`src/rtl/sasg_pkg.sv`:
```
// ----------------------------------------------------------------------------
// sasg_pkg
// Shared types and constants of the stepper axis step generator.
// ----------------------------------------------------------------------------
package sasg_pkg;

  localparam int FRAC_BITS    = 16;
  localparam int MOVE_DEPTH   = 16;
  localparam int TIMING_DEPTH = 16;
  localparam int MQ_AW        = $clog2(MOVE_DEPTH);
  localparam int TQ_AW        = $clog2(TIMING_DEPTH);
  localparam int MQ_CW        = $clog2(MOVE_DEPTH + 1);
  localparam int TQ_CW        = $clog2(TIMING_DEPTH + 1);
  localparam int ENTRY_W      = 48;
  localparam int PADDR_W      = 4;
  localparam int RCP_ITER     = 17;

  localparam logic [1:0] CMD_TICK   = 2'd0;
  localparam logic [1:0] CMD_MOVE   = 2'd1;
  localparam logic [1:0] CMD_TIMING = 2'd2;

  localparam logic [PADDR_W-1:0] REG_FREQ  = 4'h0;
  localparam logic [PADDR_W-1:0] REG_SPEED = 4'h4;
  localparam logic [PADDR_W-1:0] REG_ACCEL = 4'h8;

  // Datapath operations, at most one per controller step.
  localparam logic [3:0] OP_NONE      = 4'd0;
  localparam logic [3:0] OP_PUSH      = 4'd1;
  localparam logic [3:0] OP_POP_T     = 4'd2;
  localparam logic [3:0] OP_POP_M     = 4'd3;
  localparam logic [3:0] OP_MUL_A     = 4'd4;
  localparam logic [3:0] OP_MUL_Q     = 4'd5;
  localparam logic [3:0] OP_MUL_L     = 4'd6;
  localparam logic [3:0] OP_PROG      = 4'd7;
  localparam logic [3:0] OP_MUL_S     = 4'd8;
  localparam logic [3:0] OP_STEP      = 4'd9;
  localparam logic [3:0] OP_FINISH    = 4'd10;
  localparam logic [3:0] OP_MUL_L2    = 4'd11;
  localparam logic [3:0] OP_DIV_START = 4'd12;

  typedef struct packed {
    logic [3:0] op;
    logic       clear_flags;
  } sasg_cmd_t;

  typedef struct packed {
    logic timing_due;
    logic move_due;
    logic div_done;
  } sasg_status_t;

  typedef struct packed {
    logic        [1:0]  command;
    logic signed [23:0] signed_amount;
    logic        [23:0] span;
  } sasg_in_t;

  typedef struct packed {
    logic               stepped;
    logic               direction;
    logic signed [31:0] motor_position;
    logic        [31:0] progress;
    logic               all_done;
    logic               speed_violation;
    logic               accel_violation;
    logic        [31:0] tick_time;
    logic               push_dropped;
  } sasg_out_t;

  function automatic logic [31:0] mag32(input logic [31:0] v);
    mag32 = v[31] ? (32'd0 - v) : v;
  endfunction

endpackage

```
`src/rtl/sasg_ctrl.sv`:
```
// ----------------------------------------------------------------------------
// sasg_ctrl
// Sequencer: steps the datapath through one item.
// ----------------------------------------------------------------------------
module sasg_ctrl (
  input  logic                  clk,
  input  logic                  rst,
  input  logic                  in_valid,
  output logic                  in_ready,
  input  logic [1:0]            in_command,
  input  logic                  out_busy,
  input  sasg_pkg::sasg_status_t status,
  output sasg_pkg::sasg_cmd_t    cmd
);
  import sasg_pkg::*;

  localparam logic [3:0] S_IDLE   = 4'd0;
  localparam logic [3:0] S_POPT   = 4'd1;
  localparam logic [3:0] S_POPM   = 4'd2;
  localparam logic [3:0] S_MA0    = 4'd3;
  localparam logic [3:0] S_MQ     = 4'd4;
  localparam logic [3:0] S_ML     = 4'd5;
  localparam logic [3:0] S_PROG   = 4'd6;
  localparam logic [3:0] S_MS     = 4'd7;
  localparam logic [3:0] S_STEP   = 4'd8;
  localparam logic [3:0] S_FIN    = 4'd9;
  localparam logic [3:0] S_ML2    = 4'd10;
  localparam logic [3:0] S_DIVW   = 4'd11;

  logic [3:0] state, state_next;

  assign in_ready = (state == S_IDLE) && !out_busy;

  always_comb begin
    state_next      = state;
    cmd.op          = OP_NONE;
    cmd.clear_flags = 1'b0;
    case (state)
      S_IDLE: begin
        if (in_valid && in_ready) begin
          cmd.clear_flags = 1'b1;
          if (in_command == CMD_TICK) begin
            cmd.op     = OP_DIV_START;
            state_next = S_POPT;
          end else begin
            cmd.op     = OP_PUSH;
            state_next = S_FIN;
          end
        end
      end
      S_POPT: begin
        if (status.timing_due) begin
          cmd.op = OP_POP_T;
        end
        state_next = S_POPM;
      end
      S_POPM: begin
        if (status.move_due) begin
          cmd.op = OP_POP_M;
        end
        state_next = S_MA0;
      end
      S_MA0: begin
        cmd.op     = OP_MUL_A;
        state_next = S_MQ;
      end
      S_MQ: begin
        cmd.op     = OP_MUL_Q;
        state_next = S_ML;
      end
      S_ML: begin
        cmd.op     = OP_MUL_L;
        state_next = S_ML2;
      end
      S_ML2: begin
        cmd.op     = OP_MUL_L2;
        state_next = S_PROG;
      end
      S_PROG: begin
        cmd.op     = OP_PROG;
        state_next = S_MS;
      end
      S_MS: begin
        cmd.op     = OP_MUL_S;
        state_next = S_DIVW;
      end
      S_DIVW: begin
        if (status.div_done) begin
          state_next = S_STEP;
        end
      end
      S_STEP: begin
        cmd.op     = OP_STEP;
        state_next = S_FIN;
      end
      S_FIN: begin
        cmd.op     = OP_FINISH;
        state_next = S_IDLE;
      end
      default: state_next = S_IDLE;
    endcase
  end

  always_ff @(posedge clk) begin
    if (rst) begin
      state <= S_IDLE;
    end else begin
      state <= state_next;
    end
  end
endmodule

```
`config.mk`:
```
export PLATFORM = sky130hd
export DESIGN_NAME = sasg_ctrl
export DESIGN_NICKNAME = d
export VERILOG_FILES = /design/src/rtl/sasg_pkg.sv /design/src/rtl/sasg_ctrl.sv
export SDC_FILE = /design/constraint.sdc
export NUM_CORES = 1
export LEC_CHECK = 0
export BUFFER_PORTS_ARGS = -buffer_cell sky130_fd_sc_hd__buf_2
export CAP_MARGIN = 20
export CORE_AREA = 2 2 39 41
export DETAILED_ROUTE_END_ITERATION = 12
export DIE_AREA = 0 0 41 43
export PLACE_DENSITY_LB_ADDON = 0.12
export SLEW_MARGIN = 20
export SYNTH_ARGS = -nofsm -noshare
export SYNTH_HDL_FRONTEND = slang
export SYNTH_SLANG_ARGS = --single-unit
```
`constraint.sdc`:
```
create_clock -name clk -period 1.2 [get_ports clk]
set_clock_uncertainty 0.05 [all_clocks]
set_input_delay 0.24 -clock clk [delete_from_list [all_inputs] [get_ports clk]]
set_output_delay 0.24 -clock clk [all_outputs]
set_load 0.02 [all_outputs]
```
==> impl_results.md, run 1 <==
- NumNets Final: a little under 100
- Mapped Nets: slightly below 60
- Die area: 0.001763 sq mm
- Crit path to: in_ready
- Initial core utilization: 0.3020
- Buffers & Inverters on Critical Path: 1
- GRT Util Overall: 0.1968
- Crit end category: output pin
- CTS tree: done
- Syn Area/Cell: roughly 8.4 sq um
- Leakage: 0.3662 nW
- Leading area contributor after synthesis: dfxtp_1
- Sinks on Clock Net: 4
- Sequential cell area: between 90 and 100 sq um
- Worst-skew pair later-pin latency: 0.24 ns
- First-pass GRT wire length: about 2.4 mm
- Die X: 41 microns
- Top cell family by delay on the critical path: simple AND/OR/NAND/NOR gates
- Grt total ovfl: 0
- R2R cell count: 4
- Via-to-Cell Ratio: 4.924
- Total number of vias: 517
- Hold buffers post-CTS: 0
- Setup crit start: state[1]$_SDFFE_PP0P_
- Initial drt markers: 6
- Hold Path Class: primary input to flop
- TNS Setup: -3.238 ns
- N_diodes: 0
- Crit path depth: 3
- Max FO, Critical Path: 5
- Fin crit share: 1.384
- Main synth FF type: dfxtp_1
- Top-count cell post-synth: nor2_1
- Row count: 14
- Final Setup Violations: 10
- Setup CP Type: flop to output pin
- DRC viols: 0
- Max FFs per register: 4
- Tightest Pin Transition: 0.2917 ns
- WL/cell: about 14 microns
- Worst path max stage delay: ~0.55 ns
- Worst EP arrival: 1.37 ns
- RePlAce Congestion: 0.6965
- EDFF count, synth: 0
- Sequential-to-total area share from yosys stat: 0.1916
- Synth top area share: 0.1916
- Fin worst setup slack: -0.4614 ns
- Number of synthesized register bits: 4
- Core area: 0.001384 sq mm
- Synth warnings: 0
- Share of cells above drive strength 1: 0.7079
- Die height: 43 microns
- Area of the multi-input gates: around 380 sq um
- Post-synth ARST share: 0
- Pwr Density: 2368 mW/mm^2
- Yosys cell types: 31
- Vias in the first global route: between 500 and 600
- Area contributors post-synth: dfxtp_1, buf_6, nand2b_1
- Data required, critical path: between 0.9 and 1 ns
- RSZ-0062 raised after global routing: true
- WL final: between 1 and 1.5 mm
- Slowest CP cell: or4_4
- Layout area overhead: 103.6%
- Clock slew at reported path FFs: around 0.040 ns
- Fill count: 135
- Status: complete, but fails checks
- CP Cell Sequence: or4_4, nor2_4, buf_6
- Largest net degree at the start of global routing: 13
- H-tree depth: 1
- Top post-synthesis cells by count: nor2_1, dfxtp_1, nand2b_1, buf_6
- Worst R2R End: state[3]$_SDFFE_PP0P_
- Failing checks: setup timing
- Io pins: 15
- Power Total: around 2 mW
- CTS Buf Count: 3
- Port-buffer cells: 14
- Largest reg by FF count: state
- Final Critical Period: ~1.7 ns
- Final Hold Fails: 0
- Post-DP HPWL: just under 900 microns
- Max-slew headroom: 0.8041
- Synthesized area: ~420 sq um
- Initial antenna violation count: 0
- Cell count after synthesis: 50
- F_max: around 0.60 GHz
- Hold depth: 2
- FF-to-FF Start: state[1]$_SDFFE_PP0P_
- Slew Limit Fails: 0
- Maximum clock path buffer count: 2
- Internal reg-to-reg setup slack: -0.28 ns
- Root Buffer: clkbuf_4
- Post-route ant nets: 0
- MaxCap Viol Count: 0
- Crit start category: flop
- Router iterations before antenna repair: 3
- Regs by FF count: state x4
- Max IR drop VDD: 1.113 mV
==> cell type report <==
type / count / share of cell area
Sequential cell: 4 / 0.1118
Tap cell: 16 / 0.02353
Clock buffer: 4 / 0.03088
Timing Repair Buffer: 40 / 0.3750
Multi-Input combinational cell: 39 / 0.4500
Inverter: 2 / 0.008824
==> per-stage QoR <==
step	std cells	hold slack [ns]	instance area [sq um]	setup WS, ns	utilization
6_report	105	0.1299	850.8	-0.4614	0.6148
5_1_grt	105	0.1408	850.8	-0.5225	0.6148
4_1_cts	105	0.1060	833.3	-0.4545	0.6022
3_5_place_dp	97	0.3596	684.4	-0.3901	0.4946
3_3_place_gp	97	0.3577	684.4	-0.3848	0.4946
2_1_floorplan	50	0.2548	481.7	-0.2195	-
==> layout by cell type, fill, tap and decap left out, types with 2 or more instances in the layout <==
cell | Yosys | routed
buf_4 | 2 | 24
buf_2 | 0 | 8
buf_6 | 3 | 7
nand2b_1 | 4 | 4
nor2_1 | 5 | 4
dfxtp_4 | 0 | 4
clkbuf_4 | 0 | 3
nand3b_1 | 2 | 2
nor3_1 | 2 | 2
a211oi_1 | 2 | 2
==> logic make-up (layout without fill, tap and decap cells) <==
| family | count (synthesis) | after routing | synth area share |
|---|---|---|---|
| AO/OA/AOI/OAI | 13 | 13 | 0.2605 |
| buffers and inverters | 7 | 46 | 0.1347 |
| XOR/XNOR | 2 | 2 | 0.04192 |
| multiplexers | 1 | 1 | 0.02395 |
| AND/OR/NAND/NOR | 23 | 23 | 0.3473 |
| flip-flops | 4 | 4 | 0.1916 |
==> worst register-to-register path: stages (launching register included) <==
cell and delay [ns]:
dfxtp_4 0.37, buf_12 0.13, buf_4 0.12, or4_1 0.54, a31oi_1 0.18
==> timing repair <==
action	in CTS	in global routing
resized for setup	23	3
pin swaps	12	2
setup endpoints to repair	10	10
setup buffers	5	1
==> layer usage <==
| metal | up-vias | routed length [microns] | track usage |
|---|---|---|---|
| li1 | 265 | - | - |
| met1 | 238 | 588 | 0.2444 |
| met2 | 12 | 764 | 0.3281 |
| met4 | 0 | 19 | 0.06000 |
| met5 | - | 0 | 0 |
| met3 | 2 | 56 | 0.03141 |
==> where the power goes <==
part / switching [mW] / total, mW / internal [mW]
Clock: 0.0675 / 0.193 / 0.126
Combinational: 0.643 / 1.52 / 0.872
Sequential: 0.106 / 0.307 / 0.201
==> how the worst min path moves through the flow <==
| stage | from | endpoint | slack (ns) |
|---|---|---|---|
| 3_3_place_gp | rst | state[2]$_SDFFE_PP0P_ | 0.36 |
| 2_1_floorplan | rst | state[2]$_SDFFE_PP0P_ | 0.25 |
| 3_5_place_dp | rst | state[2]$_SDFFE_PP0P_ | 0.36 |
| 4_1_cts | rst | state[2]$_SDFFE_PP0P_ | 0.11 |
| 5_1_grt | rst | state[2]$_SDFFE_PP0P_ | 0.14 |
| 6_report | rst | state[2]$_SDFFE_PP0P_ | 0.13 |
Power figures use the tool's default switching activity.
==> run 2: changes to the inputs <==
- SETUP_SLACK_MARGIN: default -> 0.3
==> impl_results.md, run 2 (same netlist as run 1, synthesis figures left out) <==
- Clock slew at reported path FFs: approximately 0.05 ns
- RePlAce Congestion: approximately 0.7
- Slew Limit Fails: 0
- Share of cells above drive strength 1: 0.7386
- Final Hold Fails: 0
- Area of the multi-input gates: 371.6 sq um
- Metal2 WL: 670 microns
- Total number of vias: 530
- Sw Pwr: roughly 0.81 mW
- Layout area overhead: 100.6%
- CTS Buf Count: 3
- Setup CP Type: flop to output pin
- CTS tree: done
- Data required, critical path: between 0.9 and 1 ns
- Die height: ~43 microns
- H-tree depth: 1
- Router iterations before antenna repair: 4
- Grt total ovfl: 0
- Hold depth: 2
- RSZ-0062 raised after global routing: true
- Logic pwr share: 0.752
- Max-slew headroom: 0.7980
- Setup crit start: state[0]$_SDFFE_PP0P_
- Worst path max stage delay: 0.55 ns
- Sequential cell area: between 90 and 100 sq um
- Die area: between 0.0015 and 0.002 sq mm
- FF-to-FF Start: state[0]$_SDFFE_PP0P_
- Largest reg by FF count: state
- Max FFs per register: 4
- DRC viols: 0
- Regs by FF count: state x4
- Sinks on Clock Net: 4
- Max FO, Critical Path: 6
- Tightest Pin Transition: between 0.3 and 0.4 ns
- Slowest CP cell: or4_4
- Fin worst setup slack: -0.4765 ns
- Pwr Density: between 2000 and 3000 mW/mm^2
- R2R cell count: 5
- Post-route cell area: 838.3 sq um
- Hold Path Class: primary input to flop
- Met3 WL post-DR: ~50 microns
- Root Buffer: clkbuf_4
- Core area: between 0.001 and 0.0015 sq mm
- Flop pwr share: 0.154
- NumNets Final: 98
- Largest net degree at the start of global routing: 13
- Max IR drop VDD: between 1 and 1.5 mV
- Crit end category: output pin
- Fill count: approximately 140
- Vias in the first global route: 533
- Fin Hold WS: approximately 0.11 ns
- Io pins: 15
- Post-DP HPWL: about 820 microns
- Initial core utilization: 0.3020
- Worst Hold Launch: rst
- GRT Util Overall: 0.1812
- Commonest non-fill, non-tap cells in the layout: buf_4, buf_6, buf_2
- Area of placed instances: around 660 sq um
- Top layer in use: met4
- MaxCap Viol Count: 0
- Commonest non-fill, non-tap cell in the layout: buf_4
- N_diodes: 0
- Failing checks: setup timing
- Initial antenna violation count: 0
- Crit start category: flop
- Final Setup Violations: 10
- Pre-CTS setup slack: -0.3720 ns
- WL/cell: ~13 microns
- Clock share of power: 0.094
- Wl on met1: 582 microns
- Worst EP arrival: around 1.4 ns
- Switching share of power: 0.3849
- Initial drt markers: 8
- Power Total: 2.099 mW
- Post-layout util: 0.6058
- First-pass GRT wire length: roughly 2.2 mm
- Final Critical Period: ~1.7 ns
- Leakage: about 0.36 nW
- Maximum clock path buffer count: 2
- WL final: 1.316 mm
- Die X: between 40 and 50 microns
- Status: complete, but fails checks
- Internal Power: 1.291 mW
- Port-buffer cells: 14
- Via-to-Cell Ratio: between 5 and 6
- Worst-skew pair later-pin latency: 0.25 ns
- Post-route ant nets: 0
- Row count: 14
- F_max: between 0.5 and 0.6 GHz
- Fin crit share: 1.397
- CP Cell Sequence: or4_4, nor2_4, buf_6
-- run 2: changes by cell type in the layout (fill, tap and decap cells not counted), sizes merged --
cell  before  now
buf       40   39
-- run 2: through the flow --
stage	cells	setup TNS (ns)
6_report	104	-3.617
4_1_cts	102	-3.453
3_5_place_dp	94	-2.677
5_1_grt	104	-4.155
3_3_place_gp	94	-2.639
2_1_floorplan	50	-0.9564
-- run 2: per-layer routing --
layer / global-route usage / vias up
li1: - / 268
met1: 0.2070 / 247
met2: 0.3063 / 12
met3: 0.03141 / 3
met4: 0.08000 / 0
met5: 0 / -
-- run 2: critical path, delay by kind of cell (launching register included) --
kind | cells | cell delay [ns]
buffers and inverters | 1 | 0.12
and+or+nand+nor | 2 | 0.64
DFF | 1 | 0.37
-- run 2: timing repair --
item / in CTS / in global routing
setup endpoints to repair: 10 / 10
buffers inserted: 4 / 2
hold buffers: 0 / 0
gates resized for setup: 27 / 6
pin swaps: 8 / 6
-- run 2: final timing paths --
check	slack, ns	end
worst max-delay path	-0.48	in_ready
worst min register to register	0.54	state[3]$_SDFFE_PP0P_
worst min-delay path	0.11	state[2]$_SDFFE_PP0P_
worst max register to register	-0.31	state[3]$_SDFFE_PP0P_
-- run 2: area by class of cell --
class                           count  area share
Multi-Input combinational cell     39      0.4433
Sequential cell                     4      0.1134
Timing Repair Buffer               39      0.3791
Inverter                            2    0.008955
Tap cell                           16     0.02388
Clock buffer                        4     0.03134
-- run 2: power by group through the flow --
| stage | logic (mW) | clock network (mW) | registers (mW) |
|---|---|---|---|
| after floorplan | 0.847 | 0 | 0.240 |
| after global placement | 1.10 | 0 | 0.334 |
| after detailed placement | 1.09 | 0 | 0.332 |
| after CTS | 1.47 | 0.194 | 0.320 |
| after global routing | 1.68 | 0.207 | 0.332 |
| final | 1.58 | 0.197 | 0.324 |
==> run 3: changes to the inputs <==
- PLACE_DENSITY: default -> 0.69
- PLACE_DENSITY_LB_ADDON: 0.12 -> default
==> impl_results.md, run 3 (same netlist as run 1, synthesis figures left out) <==
- Max FO, Critical Path: 8
- Maximum clock path buffer count: 2
- Data required, critical path: roughly 0.91 ns
- Row count: 14
- WL final: 1.413 mm
- Post-DP HPWL: 876.6 microns
- Internal Power: ~1.3 mW
- Crit start category: flop
- Grt total ovfl: 0
- Largest net degree at the start of global routing: 10
- DRC viols: 0
- Regs by FF count: state x4
- Placed insts: 97
- GRT Util Overall: 0.1787
- R2R cell count: 5
- Commonest non-fill, non-tap cells in the layout: buf_4, buf_6, buf_2
- WL/cell: between 10 and 15 microns
- NumNets Final: 100
- CP Cell Sequence: nor4_4, nand3_2, o211ai_1, buf_4
- Pre-CTS setup slack: -0.3146 ns
- Commonest non-fill, non-tap cell in the layout: buf_4
- Fin crit share: 1.383
- H-tree depth: 1
- MaxCap Viol Count: 0
- Failing checks: setup timing
- Share of cells above drive strength 1: 0.7333
- Pwr Density: approximately 2400 mW/mm^2
- Total number of vias: between 500 and 600
- Via-to-Cell Ratio: about 5.1
- Hold depth: 2
- Status: complete, but fails checks
- Layout area overhead: 107.5%
- Initial core utilization: 0.3020
- Die height: between 40 and 50 microns
- Hold Path Class: primary input to flop
- Area of the multi-input gates: 389.1 sq um
- Die area: approximately 0.0018 sq mm
- Power Total: 2.094 mW
- Worst EP arrival: around 1.4 ns
- Largest reg by FF count: state
- Clock share of power: 0.088
- RSZ-0062 raised after global routing: true
- CTS Buf Count: 3
- Slowest CP cell: dfxtp_4
- Final Setup Violations: 10
- Router iterations before antenna repair: 4
- Die X: 41 microns
- Fin Hold WS: ~0.15 ns
- Flop pwr share: 0.151
- Max FFs per register: 4
- Leakage: about 0.37 nW
- Fill count: 109
- Post-route ant nets: 0
- RePlAce Congestion: 0.7273
- Hold buffers post-CTS: 0
- Final Critical Period: around 1.7 ns
- Max-slew headroom: 0.7854
- Initial drt markers: 5
- Vias in the first global route: 516
- Clock slew at reported path FFs: 0.04 ns
- Fin worst setup slack: -0.4599 ns
- Worst-skew pair later-pin latency: ~0.24 ns
- Initial antenna violation count: 0
- First-pass GRT wire length: 2.139 mm
- Final Hold Fails: 0
- Sinks on Clock Net: 4
- Crit end category: output pin
- F_max: 0.6024 GHz
- Slew Limit Fails: 0
- Logic pwr share: 0.761
- Max IR drop VDD: approximately 0.96 mV
- Sw Pwr: just over 0.8 mW
- Final Instance Count excl. Fillers: roughly 110
- Root Buffer: clkbuf_4
- Tightest Pin Transition: 0.3195 ns
- CTS tree: done
- Switching share of power: 0.3941
- Worst path max stage delay: between 0.3 and 0.4 ns
- Setup CP Type: flop to output pin
- N_diodes: 0
- Io pins: 15
- Sequential cell area: approximately 95 sq um
- Port-buffer cells: 14
- Core area: 0.001384 sq mm
run 3: repair_timing:
| item | in CTS | in global routing |
|---|---|---|
| setup buffers | 4 | 1 |
| pin swaps | 8 | 6 |
| endpoints found under the setup margin | 10 | 10 |
| resized for setup | 22 | 8 |
run 3: worst max-delay path, delay by kind of cell, from the launching register on:
kind | cells | cell delay, ns
AO/OA/AOI/OAI | 1 | 0.10
flip-flops | 1 | 0.37
buffers and inverters | 1 | 0.17
AND/OR/NAND/NOR | 2 | 0.49
run 3: final timing paths:
path | slack, ns | start | endpoint
worst min register to register | 0.48 | state[0]$_SDFFE_PP0P_ | state[0]$_SDFFE_PP0P_
worst max register to register | -0.24 | state[3]$_SDFFE_PP0P_ | state[1]$_SDFFE_PP0P_
worst min-delay path | 0.15 | rst | state[2]$_SDFFE_PP0P_
worst max-delay path | -0.46 | state[3]$_SDFFE_PP0P_ | cmd[4]
run 3: layout make-up:
class | instances | share of cell area
multi-input combinational | 39 | 0.4488
timing repair buffer | 41 | 0.3795
sequential | 4 | 0.1097
clock buffer | 4 | 0.03030
tap | 16 | 0.02309
inverter | 2 | 0.008658
run 3: power groups by stage:
stage	clock (mW)	sequential, mW	combinational [mW]
global placement	0	0.314	1.11
CTS	0.190	0.304	1.42
finish	0.185	0.316	1.59
floorplan	0	0.240	0.847
global route	0.200	0.330	1.70
detailed placement	0	0.323	1.13
run 3: stage by stage:
| stage | TNS (ns) | util | cell area, sq um |
|---|---|---|---|
| after floorplan | -0.9564 | - | 486.7 |
| after global placement | -1.868 | 0.4955 | 685.7 |
| after detailed placement | -2.101 | 0.4955 | 685.7 |
| after CTS | -3.131 | 0.5886 | 814.5 |
| after global routing | -3.791 | 0.6266 | 867.1 |
| final | -3.138 | 0.6266 | 867.1 |
run 3: per-layer routing:
metal  wire length (microns)  vias up  GRT usage
met5                       0        -          0
met1                     557      261     0.1994
li1                        -      269          -
met4                       0        0    0.09333
met2                     812       10     0.2969
met3                      42        0    0.03665
